===== config.mk =====
export PLATFORM = sky130hd
export DESIGN_NAME = ipcc_bitmap
export DESIGN_NICKNAME = d
export VERILOG_FILES = /design/src/hw/rtl/ipcc_pkg.sv /design/src/hw/rtl/ipcc_bitmap.sv
export SDC_FILE = /design/constraint.sdc
export NUM_CORES = 2
export LEC_CHECK = 0
export BUFFER_PORTS_ARGS = -buffer_cell sky130_fd_sc_hd__buf_2
export CORE_ASPECT_RATIO = 0.8
export CORE_MARGIN = 2
export CORE_UTILIZATION = 55
export DETAILED_ROUTE_END_ITERATION = 16
export HOLD_SLACK_MARGIN = 0.12
export PLACE_DENSITY = 0.73
export SYNTH_ARGS = -nofsm -noshare
export SYNTH_HDL_FRONTEND = slang
export SYNTH_SLANG_ARGS = --single-unit

===== constraint.sdc =====
create_clock -name aclk -period 2.1 [get_ports aclk]
set_input_delay 0.105 -clock aclk [delete_from_list [all_inputs] [get_ports aclk]]
set_output_delay 0.105 -clock aclk [all_outputs]
set_load 0.03 [all_outputs]

===== src/hw/rtl/ipcc_pkg.sv =====
// -----------------------------------------------------------------------------
// ipcc_pkg
// Shared widths, codes, types and literal helpers of the conflict check.
// -----------------------------------------------------------------------------
package ipcc_pkg;

    localparam int ACT_W = 2;
    localparam int IDX_W = 12;
    localparam int LIT_W = 11;
    localparam int VAR_W = 10;

    localparam int DEF_NUM_VARS       = 1024;
    localparam int DEF_NUM_INVARIANTS = 4096;

    // Item kinds; the fourth code is unused and ignored.
    typedef enum logic [ACT_W-1:0] {
        ACT_WRITE   = 2'd0,
        ACT_PRECOND = 2'd1,
        ACT_EMPTY   = 2'd2
    } action_t;

    // Work pending behind a bitmap clearing pass.
    typedef enum logic [1:0] {
        OP_NONE,
        OP_PRE,
        OP_EMPTY
    } op_t;

    typedef enum logic [2:0] {
        ST_IDLE,
        ST_CLEAR,
        ST_SET_PRE,
        ST_SCAN,
        ST_INF_RD,
        ST_INF_WR,
        ST_FINISH,
        ST_RESULT
    } state_t;

    // One invariant: clause "lit_a or lit_b" plus a deleted mark.
    typedef struct packed {
        logic [LIT_W-1:0] lit_a;
        logic [LIT_W-1:0] lit_b;
        logic             dead;
    } tbl_entry_t;

    // Current table entry as seen by the sequencer.
    typedef struct packed {
        logic             match_a;
        logic             match_b;
        logic [LIT_W-1:0] lit_a;
        logic [LIT_W-1:0] lit_b;
    } tbl_view_t;

    // Bitmap port requests from the sequencer.
    typedef struct packed {
        logic [VAR_W-1:0] rd_addr;
        logic [VAR_W-1:0] wr_addr;
        logic             wr_true;
        logic             wr_false;
        logic             wr_val;
    } bm_req_t;

    function automatic logic lit_neg(input logic [LIT_W-1:0] raw);
        lit_neg = raw[LIT_W-1];
    endfunction

    // Negative literal v stands for variable -v-1, which is the low bits inverted.
    function automatic logic [VAR_W-1:0] lit_var(input logic [LIT_W-1:0] raw);
        lit_var = raw[LIT_W-1] ? ~raw[VAR_W-1:0] : raw[VAR_W-1:0];
    endfunction

endpackage


===== src/hw/rtl/ipcc_bitmap.sv =====
// -----------------------------------------------------------------------------
// ipcc_bitmap
// Inferred-true and inferred-false bitmaps, one bit per variable.
// -----------------------------------------------------------------------------
module ipcc_bitmap
    import ipcc_pkg::*;
#(
    parameter int NUM_VARS = DEF_NUM_VARS
) (
    input  logic    aclk,
    input  bm_req_t req,
    output logic    true_q,
    output logic    false_q
);

    localparam int BMP_DEPTH = (NUM_VARS < (1 << VAR_W)) ? NUM_VARS : (1 << VAR_W);
    localparam int BAW       = $clog2(BMP_DEPTH);

    logic true_mem  [BMP_DEPTH];
    logic false_mem [BMP_DEPTH];
    logic true_q_reg;
    logic false_q_reg;

    // One write port per bitmap, shared registered read address.
    always_ff @(posedge aclk) begin
        if (req.wr_true) begin
            true_mem[req.wr_addr[BAW-1:0]] <= req.wr_val;
        end
        if (req.wr_false) begin
            false_mem[req.wr_addr[BAW-1:0]] <= req.wr_val;
        end
        true_q_reg  <= true_mem[req.rd_addr[BAW-1:0]];
        false_q_reg <= false_mem[req.rd_addr[BAW-1:0]];
    end

    assign true_q  = true_q_reg;
    assign false_q = false_q_reg;

endmodule


==> results by group <==
Timing
  • Least-Margin Pin Slew: 0.837 ns
  • Unrepaired setup endpoints after global routing: true
  • Max-slew violation count: 0
  • Final WS setup: -0.677 ns
  • Final setup viols: 2
  • Rel. slew slack: 0.442
  • Final period util: 1.32
  • Hold Vio Cnt, Final: 0
  • F_max: 360 MHz
  • Hold slack: 0.163 ns
  • Post-route minimum period: 2.78 ns
  • Clock Skews: 0.0318 ns
  • Setup_tns: -1.18 ns

Power
  • Switching Share: 0.218
  • Internal power: 0.0662 W
  • PwrDens: 836 mW/mm²
  • Comb power frac: 0.065
  • Sequential share of power: 0.532
  • Sw power: 0.0185 W
  • VDD IR-drop max: 0.000930 V
  • Leakage power: 31.7 nW
  • Clock share of power: 0.404
  • Overall power: 0.0847 W

Floorplan
  • Initial core utilization: 0.554
  • Die Wd: 452 µm
  • Die H: 362 µm
  • Core Region: 0.159 mm²
  • I/O Pins: 26
  • Die footprint: 0.164 mm²
  • Core Rows: 131

Clocking
  • Worst-path clk slew: 0.07 ns
  • Clock root cell: clkbuf_16
  • CTS sink cnt: 2,050
  • CTS tree: done
  • CTS H-tree lvls: 4
  • CTS max path bufs: 3
  • Worst-skew pair later-pin latency: 0.84 ns
  • Post-CTS setup buffers: 0
  • Cts bufs inserted: 188

Layout
  • Multi-input gate area: 0.0244 mm²
  • Layout cell share with drive strength beyond 1: 0.216
  • Post-layout nets: 6,345
  • Finished Cell Area: 0.101 mm²
  • Register area: 0.0615 mm²
  • Area growth from synthesis to layout: 14.9%
  • # fillers: 11,170

Placement
  • RePlAce Congestion: 0.859
  • Port bufs: 25
  • Detailed placement HPWL: 147 mm
  • Area after DPL: 0.0950 mm²

Logic synthesis
  • Part of the Yosys area used for sequential elements: 0.697
  • Biggest area consumer among synthesized cells: edfxtp_1
  • #FFs+latches synth: 2,050
  • Unique cell type count in the Yosys netlist: 53
  • Post-Synthesis Cells: 6,081
  • Yosys warns: 0
  • Syn nets: 6,105
  • Commonest cells post-synth: 2,088 x nor2_1, 2,048 x edfxtp_1, 458 x clkbuf_1
  • Post-synth ARST share: 0
  • Commonest register cell after synthesis: edfxtp_1
  • Synth top area share: 0.697
  • Mapped Area: 0.0882 mm²
  • Syn avg cell area: 14.5 µm²
  • Most frequent cell after synthesis: nor2_1
  • Number of flops mapped to enable cells by yosys: 2,048
  • Synth area leaders: edfxtp_1 70%, mux4_2 11%, nor2_1 8.9%

Global routing
  • Global-route wire length before repair: 371 mm
  • Number of global-route vias before repair: 54,773
  • Initial antenna violation count: 7
  • Largest net degree at the start of global routing: 128
  • Gr usage total: 0.314
  • Total congestion overflow: 0

Drt
  • Initial DRC count: 9,370
  • Post-Route WL: 257 mm
  • ANT nets after route: 0
  • DRT Pass-1 Iters: 6
  • DRC errors left: 0
  • Routed len/inst: 29.8 µm
  • Vias per cell: 6.53
  • Via count: 56,265

Setup path
  • Crit path arrival time: 3.46 ns
  • CP required: 2.79 ns
  • CP Capture Type: register
  • Critical path type: reg -> reg
  • Critical Path Start Type: register
  • Crit Path Max Fanout: 2

Run status
  • Status: finished with violations
  • Violated checks: negative setup slack

Flow run
  • Maxcap violations: 0

Worst hold path
  • HP Class: in -> reg
## metrics by stage
step	cells	worst slack [ns]	utilization
CTS	8605	-0.594	0.636
global route	8606	-0.706	0.636
detailed placement	8249	-1.34	0.596
global placement	8249	-1.79	0.596
finish	8613	-0.677	0.636
floorplan	6081	-0.141	-
## kinds of logic after synthesis
logic type,after synthesis,share of synthesized area
flops,2050,0.697
mux,665,0.136
buf+inv,600,0.0313
simple gates,2367,0.104
compound gates,399,0.0313
## power groups by stage
| stage | logic (W) | clock network [W] | registers [W] |
|---|---|---|---|
| 2_1_floorplan | 0.00247 | 0 | 0.0459 |
| 3_3_place_gp | 0.00522 | 0 | 0.0459 |
| 3_5_place_dp | 0.00529 | 0 | 0.0459 |
| 4_1_cts | 0.00536 | 0.0343 | 0.0450 |
| 5_1_grt | 0.00567 | 0.0360 | 0.0450 |
| 6_report | 0.00548 | 0.0342 | 0.0450 |
## area by class of cell
cell class,instances,area share
Tap cell,2128,0.0263
Multi-Input combinational cell,3431,0.241
Clock buffer,227,0.0489
Timing Repair Buffer,646,0.0658
Sequential cell,2050,0.607
Inverter,4,0.000185
Antenna cell,9,0.000222
Clock inverter,118,0.0107
## what timing repair did
action	in CTS	in global routing
hold endpoints to repair	1295	0
resized for setup	16	14
endpoints found under the setup margin	2	3
pin swaps	11	11
hold buffers	13	0
## path summary, 6_finish.rpt
| kind | start | endpoint | slack (ns) | cells after the start |
|---|---|---|---|---|
| max | true_mem[303] | true_q | -0.68 | 8 |
| min | req[21] | false_q | 0.16 | 6 |
| min reg2reg | false_mem[661] | false_q | 1.26 | 7 |
| max reg2reg | true_mem[303] | true_q | -0.68 | 8 |
## routing by layer
metal	wire length (µm)	share of wire	global-route usage	up-vias
li1	-	-	-	22918
met1	89500	0.35	0.429	28530
met2	120000	0.47	0.490	4146
met3	36500	0.14	0.0756	669
met4	11000	0.043	0.127	2
met5	13	0.000051	0	-
## cell usage in the layout, fill, tap and decap left out, types with 34 or more instances in the layout
cell and instances:
clkinv_2 37, o21ai_0 41, buf_4 466, clkinv_1 45, nand2_4 34, edfxtp_1 2048
mux4_2 426, buf_12 145, a21oi_1 85, a22oi_1 58, clkbuf_16 193, o22ai_1 55
mux2i_1 228, clkbuf_1 34, o221ai_1 85, nor2_1 2085, nand2_1 122
## critical path: stages (launching register included)
cell and delay [ns]:
edfxtp_1 0.37, mux4_2 0.49, mux4_2 0.52, nand2_4 0.12, o2111ai_4 0.11, a211oi_4 0.39
nor3_4 0.14, o41ai_4 0.38, nand3_1 0.14
No activity file was read; power rests on OpenSTA's default activity.
