### src/hw/rtl/ipcc_pkg.sv
// -----------------------------------------------------------------------------
// ipcc_pkg
// Shared widths, codes, types and literal helpers of the conflict check.
// -----------------------------------------------------------------------------
package ipcc_pkg;

    localparam int ACT_W = 2;
    localparam int IDX_W = 12;
    localparam int LIT_W = 11;
    localparam int VAR_W = 10;

    localparam int DEF_NUM_VARS       = 1024;
    localparam int DEF_NUM_INVARIANTS = 4096;

    // Item kinds; the fourth code is unused and ignored.
    typedef enum logic [ACT_W-1:0] {
        ACT_WRITE   = 2'd0,
        ACT_PRECOND = 2'd1,
        ACT_EMPTY   = 2'd2
    } action_t;

    // Work pending behind a bitmap clearing pass.
    typedef enum logic [1:0] {
        OP_NONE,
        OP_PRE,
        OP_EMPTY
    } op_t;

    typedef enum logic [2:0] {
        ST_IDLE,
        ST_CLEAR,
        ST_SET_PRE,
        ST_SCAN,
        ST_INF_RD,
        ST_INF_WR,
        ST_FINISH,
        ST_RESULT
    } state_t;

    // One invariant: clause "lit_a or lit_b" plus a deleted mark.
    typedef struct packed {
        logic [LIT_W-1:0] lit_a;
        logic [LIT_W-1:0] lit_b;
        logic             dead;
    } tbl_entry_t;

    // Current table entry as seen by the sequencer.
    typedef struct packed {
        logic             match_a;
        logic             match_b;
        logic [LIT_W-1:0] lit_a;
        logic [LIT_W-1:0] lit_b;
    } tbl_view_t;

    // Bitmap port requests from the sequencer.
    typedef struct packed {
        logic [VAR_W-1:0] rd_addr;
        logic [VAR_W-1:0] wr_addr;
        logic             wr_true;
        logic             wr_false;
        logic             wr_val;
    } bm_req_t;

    function automatic logic lit_neg(input logic [LIT_W-1:0] raw);
        lit_neg = raw[LIT_W-1];
    endfunction

    // Negative literal v stands for variable -v-1, which is the low bits inverted.
    function automatic logic [VAR_W-1:0] lit_var(input logic [LIT_W-1:0] raw);
        lit_var = raw[LIT_W-1] ? ~raw[VAR_W-1:0] : raw[VAR_W-1:0];
    endfunction

endpackage

### src/hw/rtl/ipcc_seq.sv
// -----------------------------------------------------------------------------
// ipcc_seq
// Sequencer: clearing pass, table scan, inference read-modify-write, result.
// -----------------------------------------------------------------------------
module ipcc_seq
    import ipcc_pkg::*;
#(
    parameter int NUM_VARS       = DEF_NUM_VARS,
    parameter int NUM_INVARIANTS = DEF_NUM_INVARIANTS
) (
    input  logic             aclk,
    input  logic             aresetn,
    input  logic             s_valid,
    output logic             s_ready,
    input  logic [ACT_W-1:0] s_action,
    input  logic [VAR_W-1:0] s_precondition_var,
    input  logic             s_first_of_action,
    input  logic             s_last_of_action,
    output logic             m_valid,
    input  logic             m_ready,
    output logic             m_applicable,
    input  tbl_view_t        view,
    output logic [IDX_W-1:0] tbl_rd_idx,
    output logic [VAR_W-1:0] pre_var,
    input  logic             bm_true_q,
    input  logic             bm_false_q,
    output bm_req_t          bm_req
);

    localparam int TBL_DEPTH = (NUM_INVARIANTS < (1 << IDX_W)) ? NUM_INVARIANTS
                                                              : (1 << IDX_W);
    localparam int BMP_DEPTH = (NUM_VARS < (1 << VAR_W)) ? NUM_VARS : (1 << VAR_W);
    localparam logic [IDX_W-1:0] LAST_IDX = IDX_W'(TBL_DEPTH - 1);
    localparam logic [VAR_W-1:0] BMP_LAST = VAR_W'(BMP_DEPTH - 1);

    state_t           state_reg, state_next;
    op_t              op_reg, op_next;
    logic [IDX_W-1:0] idx_reg, idx_next;
    logic [VAR_W-1:0] clr_reg, clr_next;
    logic [VAR_W-1:0] pre_reg, pre_next;
    logic             last_reg, last_next;
    logic             conflict_reg, conflict_next;
    logic             sel_b_reg, sel_b_next;
    logic             pend_reg, pend_next;
    logic             m_valid_reg, m_valid_next;
    logic             m_applicable_reg, m_applicable_next;

    logic             accept;
    logic [LIT_W-1:0] inf_lit;
    logic [VAR_W-1:0] inf_var;
    logic             inf_in_range;
    logic             inf_hit;
    logic             pre_in_range;
    logic             scan_last;
    logic             out_free;

    assign accept       = s_valid && s_ready;
    assign s_ready      = (state_reg == ST_IDLE);
    assign inf_lit      = sel_b_reg ? view.lit_b : view.lit_a;
    assign inf_var      = lit_var(inf_lit);
    assign inf_in_range = (32'(inf_var) < NUM_VARS);
    assign inf_hit      = inf_in_range && (lit_neg(inf_lit) ? bm_true_q : bm_false_q);
    assign pre_in_range = (32'(pre_reg) < NUM_VARS);
    assign scan_last    = (idx_reg == LAST_IDX);
    assign out_free     = !m_valid_reg || m_ready;

    // Next state.
    always_comb begin
        state_next = state_reg;
        case (state_reg)
            ST_IDLE: begin
                if (accept) begin
                    case (s_action)
                        ACT_PRECOND: begin
                            if (s_first_of_action) begin
                                state_next = ST_CLEAR;
                            end else if (conflict_reg) begin
                                state_next = ST_FINISH;
                            end else begin
                                state_next = ST_SET_PRE;
                            end
                        end
                        ACT_EMPTY: state_next = ST_CLEAR;
                        default:   state_next = ST_IDLE;
                    endcase
                end
            end
            ST_CLEAR: begin
                if (clr_reg == BMP_LAST) begin
                    case (op_reg)
                        OP_PRE:   state_next = ST_SET_PRE;
                        OP_EMPTY: state_next = ST_FINISH;
                        default:  state_next = ST_IDLE;
                    endcase
                end
            end
            ST_SET_PRE: state_next = ST_SCAN;
            ST_SCAN: begin
                if (view.match_a || view.match_b) begin
                    state_next = ST_INF_RD;
                end else if (scan_last) begin
                    state_next = ST_FINISH;
                end
            end
            ST_INF_RD: state_next = ST_INF_WR;
            ST_INF_WR: begin
                if (inf_hit) begin
                    state_next = ST_FINISH;
                end else if (sel_b_reg && pend_reg) begin
                    state_next = ST_INF_RD;
                end else if (scan_last) begin
                    state_next = ST_FINISH;
                end else begin
                    state_next = ST_SCAN;
                end
            end
            ST_FINISH:  state_next = last_reg ? ST_RESULT : ST_IDLE;
            ST_RESULT:  state_next = out_free ? ST_IDLE : ST_RESULT;
            default:    state_next = ST_IDLE;
        endcase
    end

    // Datapath and port controls.
    always_comb begin
        op_next           = op_reg;
        idx_next          = idx_reg;
        clr_next          = clr_reg;
        pre_next          = pre_reg;
        last_next         = last_reg;
        conflict_next     = conflict_reg;
        sel_b_next        = sel_b_reg;
        pend_next         = pend_reg;
        m_valid_next      = m_valid_reg && !m_ready;
        m_applicable_next = m_applicable_reg;

        bm_req.rd_addr  = inf_var;
        bm_req.wr_addr  = inf_var;
        bm_req.wr_true  = 1'b0;
        bm_req.wr_false = 1'b0;
        bm_req.wr_val   = 1'b1;

        case (state_reg)
            ST_IDLE: begin
                clr_next = '0;
                if (accept) begin
                    case (s_action)
                        ACT_PRECOND: begin
                            op_next   = OP_PRE;
                            pre_next  = s_precondition_var;
                            last_next = s_last_of_action;
                        end
                        ACT_EMPTY: begin
                            op_next   = OP_EMPTY;
                            last_next = 1'b1;
                        end
                        default: op_next = op_reg;
                    endcase
                end
            end
            ST_CLEAR: begin
                // Sweep both bitmaps to zero and drop the sticky conflict.
                bm_req.wr_addr  = clr_reg;
                bm_req.wr_true  = 1'b1;
                bm_req.wr_false = 1'b1;
                bm_req.wr_val   = 1'b0;
                conflict_next   = 1'b0;
                clr_next        = clr_reg + 1'b1;
            end
            ST_SET_PRE: begin
                // Mark the precondition true and prefetch the first entry.
                bm_req.wr_addr = pre_reg;
                bm_req.wr_true = pre_in_range;
                idx_next       = '0;
            end
            ST_SCAN: begin
                if (view.match_a) begin
                    sel_b_next = 1'b1;
                    pend_next  = view.match_b;
                end else if (view.match_b) begin
                    sel_b_next = 1'b0;
                    pend_next  = 1'b0;
                end else if (!scan_last) begin
                    idx_next = idx_reg + 1'b1;
                end
            end
            ST_INF_WR: begin
                // Set the inferred literal's bit and check the opposite bit.
                bm_req.wr_true  = inf_in_range && !lit_neg(inf_lit);
                bm_req.wr_false = inf_in_range && lit_neg(inf_lit);
                if (inf_hit) begin
                    conflict_next = 1'b1;
                end else if (sel_b_reg && pend_reg) begin
                    sel_b_next = 1'b0;
                    pend_next  = 1'b0;
                end else if (!scan_last) begin
                    idx_next = idx_reg + 1'b1;
                end
            end
            ST_RESULT: begin
                if (out_free) begin
                    m_valid_next      = 1'b1;
                    m_applicable_next = !conflict_reg;
                end
            end
            default: op_next = op_reg;
        endcase
    end

    assign tbl_rd_idx   = idx_next;
    assign pre_var      = pre_reg;
    assign m_valid      = m_valid_reg;
    assign m_applicable = m_applicable_reg;

    // Control state; reset starts the clearing pass.
    always_ff @(posedge aclk) begin
        if (!aresetn) begin
            state_reg    <= ST_CLEAR;
            op_reg       <= OP_NONE;
            clr_reg      <= '0;
            conflict_reg <= 1'b0;
            m_valid_reg  <= 1'b0;
        end else begin
            state_reg    <= state_next;
            op_reg       <= op_next;
            clr_reg      <= clr_next;
            conflict_reg <= conflict_next;
            m_valid_reg  <= m_valid_next;
        end
    end

    // Payload and scan position.
    always_ff @(posedge aclk) begin
        idx_reg          <= idx_next;
        pre_reg          <= pre_next;
        last_reg         <= last_next;
        sel_b_reg        <= sel_b_next;
        pend_reg         <= pend_next;
        m_applicable_reg <= m_applicable_next;
    end

endmodule

### config.mk
export PLATFORM = sky130hd
export DESIGN_NAME = ipcc_seq
export DESIGN_NICKNAME = d
export VERILOG_FILES = /design/src/hw/rtl/ipcc_pkg.sv /design/src/hw/rtl/ipcc_seq.sv
export SDC_FILE = /design/constraint.sdc
export NUM_CORES = 1
export LEC_CHECK = 0
export ABC_AREA = 1
export BUFFER_PORTS_ARGS = -buffer_cell sky130_fd_sc_hd__buf_2
export CORE_MARGIN = 10
export CORE_UTILIZATION = 51
export DETAILED_ROUTE_END_ITERATION = 12
export GPL_TIMING_DRIVEN = 1
export PLACE_DENSITY = 0.78
export SYNTH_ARGS = -nofsm -noshare
export SYNTH_HDL_FRONTEND = slang
export SYNTH_SLANG_ARGS = --single-unit
### constraint.sdc
create_clock -name aclk -period 2.41 [get_ports aclk]
set_input_delay 0.241 -clock aclk [delete_from_list [all_inputs] [get_ports aclk]]
set_output_delay 0.241 -clock aclk [all_outputs]
set_load 0.1 [all_outputs]
==> summary.md <==
| Metric | Value |
|---|---|
| Required @ worst endpoint | `about 2.2 ns` |
| Top_reg_cell synth | `dfxtp_1` |
| Slowest stage delay, CP | `around 0.45 ns` |
| Synthesized net count | `450` |
| RSZ-0062 raised after global routing | `true` |
| Slew Limit Headroom | `approximately 66%` |
| Antenna diodes | `0` |
| Initial antenna violation count | `0` |
| Pre-CTS setup slack | `0.280 ns` |
| GRT Overall Usage | `a little over a fifth` |
| #FFs+latches synth | `43` |
| Total power | `about 2 mW` |
| Leading area contributor after synthesis | `dfxtp_1` |
| Synth unique cells | `37` |
| Buf+Inv Stages, Crit Path | `2` |
| Delay-heaviest family, CP | `flip-flops` |
| TritonCTS buffer count | `5` |
| Routed Antenna Nets | `0` |
| Post-DP HPWL | `7.54 mm` |
| Clock Power Share | `around 28%` |
| Endpoint type of the worst setup path | `primary output` |
| Comb power frac | `roughly a third` |
| Largest cells by area after synthesis | `dfxtp_1 (21%), edfxtp_1 (15%), nand2_1 (15%)` |
| Hold_sp | `s_precondition_var[3]` |
| Syn Inst Count | `~400` |
| Fraction of layout cells with a size suffix above 1 | `about a third` |
| Horiz. Die Dim | `94.2 um` |
| Chip Height | `between 90 and 100 um` |
| Status | `finished clean` |
| Int Pwr | `between 1 and 1.5 mW` |
| CTS max path bufs | `2` |
| Sequential Power Share | `a little under 40%` |
| Worst min-delay path class | `in2reg` |
| Power density cells | `around 470 mW/mm2` |
| # rows | `26` |
| Post-place instance area | `0.00401 mm2` |
| Synthesized cell area | `0.00281 mm2` |
| Switching Share | `approximately 36%` |
| Routability cong. | `between 0.9 and 1` |
| Final nets | `around 550` |
| CTS Sinks | `between 40 and 50` |
| Clk_skew | `slightly above 0.004 ns` |
| R2R depth | `10` |
| CP max FO | `10` |
| Die area | `slightly below 0.009 mm2` |
| Clock root buffer | `clkbuf_8` |
| DRC | `0` |
| DR WL/cell | `around 17 um` |
| Htree depth | `2` |
| Slowest CP cell | `edfxtp_1` |
| Number of synthesized flops with an enable pin | `14` |
| Total number of vias | `around 3.1k` |
| Critical path type | `reg2out` |
| Most frequent cells in the layout | `nand2_1 (108), buf_2 (57), inv_1 (45)` |
| MaxCap Viol Count | `0` |
| Tmin final | `about 2.4 ns` |
| Post-synth top area share | `approximately 21%` |
| Switching pwr | `711 uW` |
| Worst slew pin tran | `between 0.5 and 0.6 ns` |
| Global-route congestion overflow total | `0` |
| Core area | `roughly 0.0052 mm2` |
| Area Overhead vs Synth | `50.0%` |
| CP Cell Sequence | `buf_4 -> or2_2 -> o21ai_1 -> xor2_4 -> nand2_1 -> o211ai_1 -> buf_12` |
| Commonest non-fill, non-tap cell in the layout | `nand2_1` |
| Fin area | `roughly 0.0042 mm2` |
| Leakage | `slightly below 2 nW` |
| Ys async rst share | `0%` |
| Highest clock rate | `around 0.42 GHz` |
| Vias per cell | `approximately 5.5` |
| Max FFs per register | `12` |
| Worst R2R Start | `idx_reg[1]` |
| Clk_lat worst skew | `0.30 ns` |
| Initial Util | `between 50% and 60%` |
| Largest net degree at the start of global routing | `18` |
| Setup-failing EPs final | `0` |
| CTS tree | `done` |
| Final WL | `~10 mm` |
| R2R Path End | `state_reg[1]` |
| Syn. warnings | `0` |
| Fin Hold WS | `around 0.11 ns` |
| Vias in the first global route | `between 3k and 4k` |
| WP data arrival | `around 2.1 ns` |
| Fin crit share | `roughly 99%` |
| Peak supply drop | `629 uV` |
| Hold Path Stages | `1` |
| PnR worst setup slack | `roughly 0.031 ns` |
| Clk pin slew, worst setup/hold paths | `approximately 0.080 ns` |
| Fin. Hold Viols | `0` |
| Startpoint types | `flip-flop` |
| Drt first pass iters | `5` |
| Worst reg-to-reg setup slack | `roughly 0.62 ns` |
| Buffers on Ports | `between 90 and 100` |
| Global-route wire length before repair | `~15 mm` |
| Post-synthesis sequential area ratio | `roughly 36%` |
| Hold Path Sink | `pre_var[3]` |
| DR iter-0 viols | `approximately 230` |
| Slew Viols, Final | `0` |
| I/O pins | `92` |
| Syn_area_per_cell | `approximately 7.0 um2` |
worst max path at each step:
stage	startpoint	endpoint	slack (ns)	depth (start not counted)
after floorplan	sel_b_reg	bm_req[8]	-0.58	6
after global placement	sel_b_reg	bm_req[12]	0.34	8
after detailed placement	sel_b_reg	bm_req[9]	0.28	8
after CTS	sel_b_reg	bm_req[6]	0.002	7
after global routing	sel_b_reg	tbl_rd_idx[2]	-0.06	11
final	sel_b_reg	bm_req[11]	0.03	7
power by group through the flow:
stage | registers (mW) | logic [mW] | clock network, mW
6_report | 0.790 | 0.639 | 0.564
5_1_grt | 0.793 | 0.664 | 0.598
4_1_cts | 0.789 | 0.638 | 0.565
3_5_place_dp | 0.805 | 0.634 | 0
3_3_place_gp | 0.804 | 0.622 | 0
2_1_floorplan | 0.801 | 0.396 | 0
per-stage QoR:
stage	setup TNS [ns]	utilization, %	instances
4_1_cts	0	79.0	565
5_1_grt	-0.441	80.4	571
2_1_floorplan	-3.59	-	401
6_report	0	80.4	571
3_3_place_gp	0	76.6	557
3_5_place_dp	0	76.6	557
cell families (layout without fill, tap and decap cells):
kind of cell | after synthesis | count (layout) | synth area share (%)
AO/OA/AOI/OAI | 59 | 59 | 11.8
XOR/XNOR | 10 | 10 | 3.12
adder cells (fa/ha/maj) | 5 | 5 | 2.23
buffers and inverters | 63 | 162 | 9.76
flip-flops | 43 | 43 | 35.7
multiplexers | 3 | 3 | 1.07
AND/OR/NAND/NOR | 218 | 219 | 36.4
layout make-up:
cell class,count,area [um2]
clock buffer,7,108
multi-input combinational,296,1770
tap,70,87.6
inverter,54,209
fill,352,1030
timing repair buffer,100,1020
clock inverter,1,5.00
sequential,43,1000
synthesized netlist by cell type, types with 2 or more instances:
cell type and instances:
buf_6 4, nor2_1 34, nand4_1 5, inv_1 46, inv_2 8, nand3_2 5, buf_2 3, nor2_4 3
dfxtp_1 29, xor2_1 10, ha_1 5, o211ai_1 3, o21ai_0 26, a22oi_1 4, or2_2 8, nand2_1 112
nor3_1 3, nand3_1 31, a21boi_0 2, nand3b_1 3, a21oi_1 18, edfxtp_1 14, nand3_4 2, nand2_2 5
nor2_2 4, mux2i_1 3
timing repair:
action / in CTS / in global routing
buffers inserted: 0 / 5
gates cloned: 0 / 1
resized for setup: 4 / 9
pin swaps: 0 / 1
setup endpoints to repair: 12 / 17
endpoints found under the hold margin: 0 / 0
hold buffers: 0 / 0
per-layer routing:
layer / vias up / wire (um) / part of all wire [%] / GRT usage, %
met5: - / 0 / 0 / 0
met2: 180 / 4810 / 49 / 36.2
met3: 34 / 903 / 9.1 / 6.39
met1: 1434 / 3850 / 39 / 26.4
met4: 0 / 309 / 3.1 / 6.96
li1: 1493 / - / - / -
No activity file was read; power rests on OpenSTA's default activity.
